`config.mk`:
```
export PLATFORM = sky130hd
export DESIGN_NAME = json_string_escape_encoder
export DESIGN_NICKNAME = d
export VERILOG_FILES = /design/src/rtl/core/jse_pkg.sv /design/src/rtl/core/json_string_escape_encoder.sv /design/src/rtl/core/jse_front.sv /design/src/rtl/core/jse_queue.sv /design/src/rtl/core/jse_back.sv
export SDC_FILE = /design/constraint.sdc
export NUM_CORES = 1
export LEC_CHECK = 0
export BUFFER_PORTS_ARGS = -buffer_cell sky130_fd_sc_hd__buf_2
export CORE_MARGIN = 10
export CORE_UTILIZATION = 40
export DETAILED_ROUTE_END_ITERATION = 10
export PLACE_DENSITY = 0.63
export SYNTH_ARGS = -nofsm -noshare
export SYNTH_HDL_FRONTEND = slang
export SYNTH_SLANG_ARGS = --single-unit
```
`constraint.sdc`:
```
create_clock -name clock -period 3.3 [get_ports clock]
set_clock_uncertainty 0.05 [all_clocks]
set_input_delay 0.165 -clock clock [delete_from_list [all_inputs] [get_ports clock]]
set_output_delay 0.165 -clock clock [all_outputs]
set_load 0.005 [all_outputs]
```
`src/rtl/core/jse_pkg.sv`:
```
package jse_pkg;

   // command codes of a request word
   localparam logic [1:0] CMD_START = 2'd0;
   localparam logic [1:0] CMD_DATA  = 2'd1;
   localparam logic [1:0] CMD_END   = 2'd2;

   // character constants
   localparam logic [7:0] CHAR_QUOTE  = 8'h22;
   localparam logic [7:0] CHAR_BSLASH = 8'h5c;
   localparam logic [7:0] CHAR_U      = 8'h75;
   localparam logic [7:0] CHAR_ZERO   = 8'h30;
   localparam logic [7:0] CHAR_A      = 8'h61;
   localparam logic [7:0] CTRL_LIMIT  = 8'h20;
   localparam logic [7:0] ASCII_TOP   = 8'h7f;

   // queue between front and back
   localparam int QUEUE_DEPTH = 4;
   localparam int PTR_WIDTH   = $clog2(QUEUE_DEPTH);
   localparam int CNT_WIDTH   = $clog2(QUEUE_DEPTH + 1);

   // position within one escape sequence (up to six characters)
   localparam int IDX_WIDTH = 3;

   typedef struct packed {
      logic [1:0] command;
      logic [7:0] data_byte;
   } req_type;

   typedef struct packed {
      logic [7:0] out_byte;
      logic       last;
   } rsp_type;

   // how a word is to be written out
   typedef enum logic [1:0] {
      KIND_QUOTE,
      KIND_PLAIN,
      KIND_PAIR,
      KIND_HEX
   } kind_type;

   typedef struct packed {
      kind_type   kind;
      logic [7:0] value;
   } desc_type;

   // number of output characters for a kind
   function automatic logic [IDX_WIDTH-1:0] desc_len(input kind_type kind);
      logic [IDX_WIDTH-1:0] len;
      case (kind)
         KIND_QUOTE: len = IDX_WIDTH'(1);
         KIND_PLAIN: len = IDX_WIDTH'(1);
         KIND_PAIR:  len = IDX_WIDTH'(2);
         KIND_HEX:   len = IDX_WIDTH'(6);
         default:    len = IDX_WIDTH'(1);
      endcase
      return len;
   endfunction

   // lowercase hex digit of a nibble
   function automatic logic [7:0] hex_char(input logic [3:0] nib);
      logic [7:0] ch;
      if (nib < 4'd10) begin
         ch = CHAR_ZERO + {4'd0, nib};
      end else begin
         ch = CHAR_A + {4'd0, nib} - 8'd10;
      end
      return ch;
   endfunction

   // character at position idx of a descriptor's output
   function automatic logic [7:0] desc_char(input desc_type d,
                                            input logic [IDX_WIDTH-1:0] idx);
      logic [7:0] ch;
      case (d.kind)
         KIND_QUOTE: ch = CHAR_QUOTE;
         KIND_PLAIN: ch = d.value;
         KIND_PAIR:  ch = (idx == IDX_WIDTH'(0)) ? CHAR_BSLASH : d.value;
         KIND_HEX: begin
            case (idx)
               IDX_WIDTH'(0): ch = CHAR_BSLASH;
               IDX_WIDTH'(1): ch = CHAR_U;
               IDX_WIDTH'(2): ch = CHAR_ZERO;
               IDX_WIDTH'(3): ch = CHAR_ZERO;
               IDX_WIDTH'(4): ch = hex_char(d.value[7:4]);
               default:       ch = hex_char(d.value[3:0]);
            endcase
         end
         default:    ch = CHAR_QUOTE;
      endcase
      return ch;
   endfunction

endpackage

```
`src/rtl/core/json_string_escape_encoder.sv`:
```
// JSON string escape encoder
// Request channel: a word (command, data_byte) is taken at a rising edge
// where start is high and busy is low. Command start or end gives a quote
// character, a data command gives the byte itself, a backslash pair for
// quote and backslash, or a six-character \u00xx escape for bytes below
// 0x20 or above 0x7f. Command 3 is dropped and gives nothing.
// Response channel: each output character appears on rsp_word for one
// cycle with rsp_strobe high; last marks the final character of a word.
// A taken word is written into the queue, then loaded into the sequencer's
// current descriptor register, and each character is registered on rsp_word.
// Throughput: one output character per cycle, set by the back end
// sequencer; plain bytes and quotes therefore sustain one word per cycle,
// pairs give two characters and hex escapes six. A four-entry descriptor
// queue between the classifier and the sequencer absorbs escape bursts;
// busy is high while that queue is full.
// Reset empties the queue and the sequencer; no output follows reset until
// new words arrive. The receiver cannot stall, so no output is ever held.
module json_string_escape_encoder
   import jse_pkg::*;
(
   input  logic    clock,
   input  logic    reset,
   input  logic    start,
   output logic    busy,
   input  req_type req_word,
   output logic    rsp_strobe,
   output rsp_type rsp_word
);

   logic     push;
   desc_type push_desc;
   logic     pop;
   desc_type head_desc;
   logic     queue_empty;
   logic     queue_full;

   assign busy = queue_full;

   // classifier
   jse_front u_front (
      .start      (start),
      .queue_full (queue_full),
      .req_word   (req_word),
      .push       (push),
      .push_desc  (push_desc)
   );

   // descriptor queue
   jse_queue u_queue (
      .clock     (clock),
      .reset     (reset),
      .push      (push),
      .push_desc (push_desc),
      .pop       (pop),
      .head_desc (head_desc),
      .empty     (queue_empty),
      .full      (queue_full)
   );

   // character sequencer
   jse_back u_back (
      .clock       (clock),
      .reset       (reset),
      .queue_empty (queue_empty),
      .head_desc   (head_desc),
      .pop         (pop),
      .rsp_strobe  (rsp_strobe),
      .rsp_word    (rsp_word)
   );

endmodule

```
`src/rtl/core/jse_front.sv`:
```
module jse_front
   import jse_pkg::*;
(
   input  logic     start,
   input  logic     queue_full,
   input  req_type  req_word,
   output logic     push,
   output desc_type push_desc
);

   logic accept;

   // word taken when start is high and the queue has room
   assign accept = start && !queue_full;

   // classify the word into a descriptor; unused command is dropped
   always_comb begin
      push           = 1'b0;
      push_desc.kind = KIND_QUOTE;
      push_desc.value = req_word.data_byte;
      case (req_word.command)
         CMD_START, CMD_END: begin
            push           = accept;
            push_desc.kind = KIND_QUOTE;
         end
         CMD_DATA: begin
            push = accept;
            if (req_word.data_byte == CHAR_QUOTE || req_word.data_byte == CHAR_BSLASH) begin
               push_desc.kind = KIND_PAIR;
            end else if (req_word.data_byte < CTRL_LIMIT ||
                         req_word.data_byte > ASCII_TOP) begin
               push_desc.kind = KIND_HEX;
            end else begin
               push_desc.kind = KIND_PLAIN;
            end
         end
         default: begin
            push = 1'b0;
         end
      endcase
   end

endmodule

```
`src/rtl/core/jse_queue.sv`:
```
module jse_queue
   import jse_pkg::*;
(
   input  logic     clock,
   input  logic     reset,
   input  logic     push,
   input  desc_type push_desc,
   input  logic     pop,
   output desc_type head_desc,
   output logic     empty,
   output logic     full
);

   desc_type               slot_ff [QUEUE_DEPTH];
   logic [PTR_WIDTH-1:0]   wr_ptr_ff, wr_ptr_in;
   logic [PTR_WIDTH-1:0]   rd_ptr_ff, rd_ptr_in;
   logic [CNT_WIDTH-1:0]   count_ff, count_in;

   assign empty     = (count_ff == CNT_WIDTH'(0));
   assign full      = (count_ff == CNT_WIDTH'(QUEUE_DEPTH));
   assign head_desc = slot_ff[rd_ptr_ff];

   // pointer and fill count update
   always_comb begin
      wr_ptr_in = push ? wr_ptr_ff + PTR_WIDTH'(1) : wr_ptr_ff;
      rd_ptr_in = pop  ? rd_ptr_ff + PTR_WIDTH'(1) : rd_ptr_ff;
      count_in  = count_ff;
      if (push && !pop) begin
         count_in = count_ff + CNT_WIDTH'(1);
      end else if (pop && !push) begin
         count_in = count_ff - CNT_WIDTH'(1);
      end
   end

   always_ff @(posedge clock) begin
      if (reset) begin
         wr_ptr_ff <= '0;
         rd_ptr_ff <= '0;
         count_ff  <= '0;
      end else begin
         wr_ptr_ff <= wr_ptr_in;
         rd_ptr_ff <= rd_ptr_in;
         count_ff  <= count_in;
      end
   end

   // slot storage
   always_ff @(posedge clock) begin
      if (push) begin
         slot_ff[wr_ptr_ff] <= push_desc;
      end
   end

endmodule

```
`src/rtl/core/jse_back.sv`:
```
module jse_back
   import jse_pkg::*;
(
   input  logic     clock,
   input  logic     reset,
   input  logic     queue_empty,
   input  desc_type head_desc,
   output logic     pop,
   output logic     rsp_strobe,
   output rsp_type  rsp_word
);

   desc_type             cur_ff, cur_in;
   logic                 cur_valid_ff, cur_valid_in;
   logic [IDX_WIDTH-1:0] idx_ff, idx_in;
   logic                 strobe_ff, strobe_in;
   rsp_type              word_ff, word_in;
   logic                 done;

   // current sequence finishes on its last character
   assign done = cur_valid_ff && (idx_ff == desc_len(cur_ff.kind) - IDX_WIDTH'(1));
   assign pop  = !queue_empty && (!cur_valid_ff || done);

   // sequencer: one character per cycle, next descriptor loaded on the last
   always_comb begin
      cur_in       = cur_ff;
      cur_valid_in = cur_valid_ff;
      idx_in       = idx_ff;
      if (pop) begin
         cur_in       = head_desc;
         cur_valid_in = 1'b1;
         idx_in       = '0;
      end else if (done) begin
         cur_valid_in = 1'b0;
      end else if (cur_valid_ff) begin
         idx_in = idx_ff + IDX_WIDTH'(1);
      end
      strobe_in        = cur_valid_ff;
      word_in.out_byte = desc_char(cur_ff, idx_ff);
      word_in.last     = done;
   end

   always_ff @(posedge clock) begin
      if (reset) begin
         cur_valid_ff <= 1'b0;
         idx_ff       <= '0;
         strobe_ff    <= 1'b0;
      end else begin
         cur_valid_ff <= cur_valid_in;
         idx_ff       <= idx_in;
         strobe_ff    <= strobe_in;
      end
   end

   // payload registers
   always_ff @(posedge clock) begin
      cur_ff  <= cur_in;
      word_ff <= word_in;
   end

   assign rsp_strobe = strobe_ff;
   assign rsp_word   = word_ff;

endmodule

```
==> summary.md <==
| Metric | Value |
|---|---|
| Yosys cell types | 55 |
| CP Capture Type | flip-flop |
| Met1 Resource Use GR | 11.63% |
| Layout area overhead | 14.49% |
| Hold depth | 1 |
| Pin count of the biggest net entering global routing | 15 |
| Area of the multi-input gates | 1182 um2 |
| Register area share after synthesis | 59.98% |
| Seq pwr share | 46.1% |
| Most frequent cells after synthesis | 50 x edfxtp_1, 21 x dfxtp_1, 17 x nor2_1 |
| Via-per-instance ratio | 5.067 |
| Number of synthesized flops with an enable pin | 50 |
| Met3 Resource Use GR | 3.745% |
| Row cnt | 32 |
| Clk slew on worst S/H paths | 0.08 ns |
| Setup Buffers After CTS | 0 |
| Async S/R FF share, synth | 0% |
| Worst-case clock buffer depth | 2 |
| Register Area | 1922 um2 |
| CTS tree | built |
| Hpwl dp | 3.970 mm |
| Clk Latency, worst-skew pair | 0.35 ns |
| Synthesized area | 3204 um2 |
| Maximum VDD drop | 0.3724 mV |
| Average cell area after synthesis | 13.64 um2 |
| Clock power share | 25.0% |
| WL final | 5.671 mm |
| Max Cap Viol | 0 |
| Hold Slack | 0.02948 ns |
| Top Ports | 24 |
| Status | completed |
| Reg2Reg Capture Point | u_queue.count_ff[2]$_SDFFE_PP0P_ |
| Worst hold path endpoint | u_queue.slot_ff[0][1]$_DFFE_PP_ |
| Number of synthesized register bits | 71 |
| Grt ovf | 0 |
| Die Wd | 109.5 um |
| Sw Ratio | 32.35% |
| Vias in the first global route | 1933 |
| Cell chain of the critical path | xnor2_1, a41oi_2, nor2_2, inv_1, ha_1, inv_1, fa_1, xor2_1, or3_1, a21oi_1 |
| Port buffer count | 23 |
| Clock period minus worst slack | 2.824 ns |
| Fillers | 721 |
| Initial antenna violation count | 0 |
| Worst-path maximum fanout | 12 |
| HP Class | in -> reg |
| Combinational share of power | 28.9% |
| Fmax | 354.0 MHz |
| Hold buffer count at cts | 3 |
| Critical path launch point type | flip-flop |
| DR DRC count | 0 |
| Starting density of the core | 41.25% |
| Global placer's final weighted congestion | 0.9002 |
| Reg-to-reg slack, setup | 0.48 ns |
| Slew HR | 48.33% |
| Antenna Nets Post-Route | 0 |
| Cts repair resizes | 0 |
| Period utilization | 85.59% |
| Syn nets | 261 |
| Cell mode on critical path | inv_1 |
| CP Data Arrival Time | 3.06 ns |
| Root buf cell | clkbuf_8 |
| Number of H-tree levels | 3 |
| Fin. Hold Viols | 0 |
| CP Launch Point | u_back.idx_ff[2]$_SDFFE_PP0P_ |
| # diodes | 0 |
| Die area | 11990 um2 |
| Synth top area share | 46.86% |
| Warnings from Yosys | 0 |
| Ranking of synthesized cells by area | edfxtp_1 47%, dfxtp_1 13%, mux4_2 7.0% |
| Fin area | 3669 um2 |
| Post-route setup TNS | 0 ns |
| First-iteration detailed-routing DRC count | 75 |
| Die height | 109.5 um |
| Cell Pwr Density | 832.6 nW/um2 |
| FF-to-FF Start | u_back.idx_ff[2]$_SDFFE_PP0P_ |
| Clk sinks | 71 |
| R2r worst-path depth | 10 |
| P_int | 2.066 mW |
| CP Class | reg -> reg |
| Most instantiated library cell after synthesis | edfxtp_1 |
| Global-route wire length before repair | 9.335 mm |
| Wire per inst | 15.16 um |
| DRT Pass-1 Iters | 6 |
| Worst Path Required | 3.53 ns |
| Number of clock buffers inserted by TritonCTS | 9 |
| Max-slew violation count | 0 |
| Met2 GRT Util | 16.48% |
| Slew @ Worst Pin | 0.7739 ns |
| Total GRT Usage | 10.17% |
| Core Box Area | 7767 um2 |
| Slowest CP cell | dfxtp_1 |
| Final setup fails | 0 |
| Mapped Cells | 235 |
| Hold Startpoint | req_word[1] |
| Psw | 0.9880 mW |
| Leak pwr | 1.331 nW |
| Nets@finish | 293 |
| RSZ-0062 raised after global routing | false |
| DP Area | 3418 um2 |
| Share of cells above drive strength 1 | 23.90% |
| Crit path largest cell delay | 0.61 ns |
| Vias post-DR | 1895 |
| Top_reg_cell synth | edfxtp_1 |
| GR peak layer | met2 |
| Synth area leader | edfxtp_1 |
critical path, delay by kind of cell, from the launching register on:
kind	cells	cell delay [ns]
AOI/OAI and AO/OA	2	0.54
adders and majority gates	2	0.55
DFF	1	0.61
xor gates and xnor gates	2	0.36
buffers and inverters	2	0.15
and+or+nand+nor	2	0.50
layout by cell type (no fill, tap or decap), types with 3 or more instances in the layout:
cell type	synthesis	final
nor2b_1	7	7
a21oi_1	15	15
nor3_1	4	4
nor3b_1	4	4
ha_1	12	12
and2_1	5	5
o21a_1	3	3
xnor2_1	4	4
o22ai_1	3	3
nor2_1	17	17
clkbuf_8	0	9
o21ai_0	4	4
nand2_1	9	9
buf_2	2	23
dfxtp_1	21	21
mux4_2	10	10
nor2_2	3	3
nand3b_1	3	3
edfxtp_1	50	50
dlygate4sd3_1	0	3
inv_1	15	15
routing by layer:
layer / up-vias / wire length (um) / part of all wire (%)
li1: 936 / - / -
met1: 894 / 2493 / 44
met2: 53 / 2745 / 48
met3: 12 / 306 / 5.4
met4: 0 / 125 / 2.2
met5: - / 0 / 0
sequential cells by signal, indices dropped and copies added (netlist names):
register and flops:
u_queue.slot_ff 40, u_queue.rd_ptr_ff 2, u_back.idx_ff 3, u_back.cur_valid_ff 1, u_back.cur_ff 10, u_queue.count_ff 3
u_back.rsp_strobe 1, u_back.rsp_word 9, u_queue.wr_ptr_ff 2
worst max path at each step:
stage               cells past startpoint  slack (ns)                          endpoint
floorplan                              11        0.76  u_queue.count_ff[2]$_SDFFE_PP0P_
global route                           10        0.21  u_queue.count_ff[2]$_SDFFE_PP0P_
global placement                       10        0.56  u_queue.count_ff[2]$_SDFFE_PP0P_
finish                                 10        0.48  u_queue.count_ff[2]$_SDFFE_PP0P_
detailed placement                     10        0.47  u_queue.count_ff[2]$_SDFFE_PP0P_
CTS                                    10        0.45  u_queue.count_ff[2]$_SDFFE_PP0P_
power by group through the flow:
stage / clock [mW] / sequential [mW] / combinational (mW)
after floorplan: 0 / 1.33 / 0.729
after global placement: 0 / 1.42 / 0.877
after detailed placement: 0 / 1.43 / 0.886
after CTS: 0.786 / 1.41 / 0.892
after global routing: 0.822 / 1.44 / 0.993
final: 0.763 / 1.41 / 0.884
layout make-up:
| class | count | area share [%] |
|---|---|---|
| flip-flops and latches | 71 | 52.39 |
| multi-input cells | 141 | 32.23 |
| repair buffers | 27 | 4.161 |
| clock buffers | 10 | 3.479 |
| well taps | 102 | 3.479 |
| clock inverters | 6 | 2.524 |
| inverters | 17 | 1.739 |
cell families (layout without fill, tap and decap cells):
kind of cell / count (synthesis) / after routing / share of synthesized area, %
mux: 17 / 17 / 9.527
fa+ha+maj: 13 / 13 / 5.310
xor+xnor: 6 / 6 / 1.640
flops: 71 / 71 / 59.98
simple gates: 60 / 60 / 10.23
compound gates: 45 / 45 / 10.19
buf+inv: 23 / 60 / 3.124
per-stage QoR:
| stage | instances | util (%) | setup WS (ns) | power [mW] |
|---|---|---|---|---|
| after floorplan | 235 | - | 0.7587 | 2.058 |
| after global placement | 355 | 44.01 | 0.5581 | 2.295 |
| after detailed placement | 355 | 44.01 | 0.4674 | 2.314 |
| after CTS | 374 | 47.23 | 0.4525 | 3.088 |
| after global routing | 374 | 47.23 | 0.2072 | 3.257 |
| final | 374 | 47.23 | 0.4755 | 3.054 |
(Power assumes the default switching activity.)
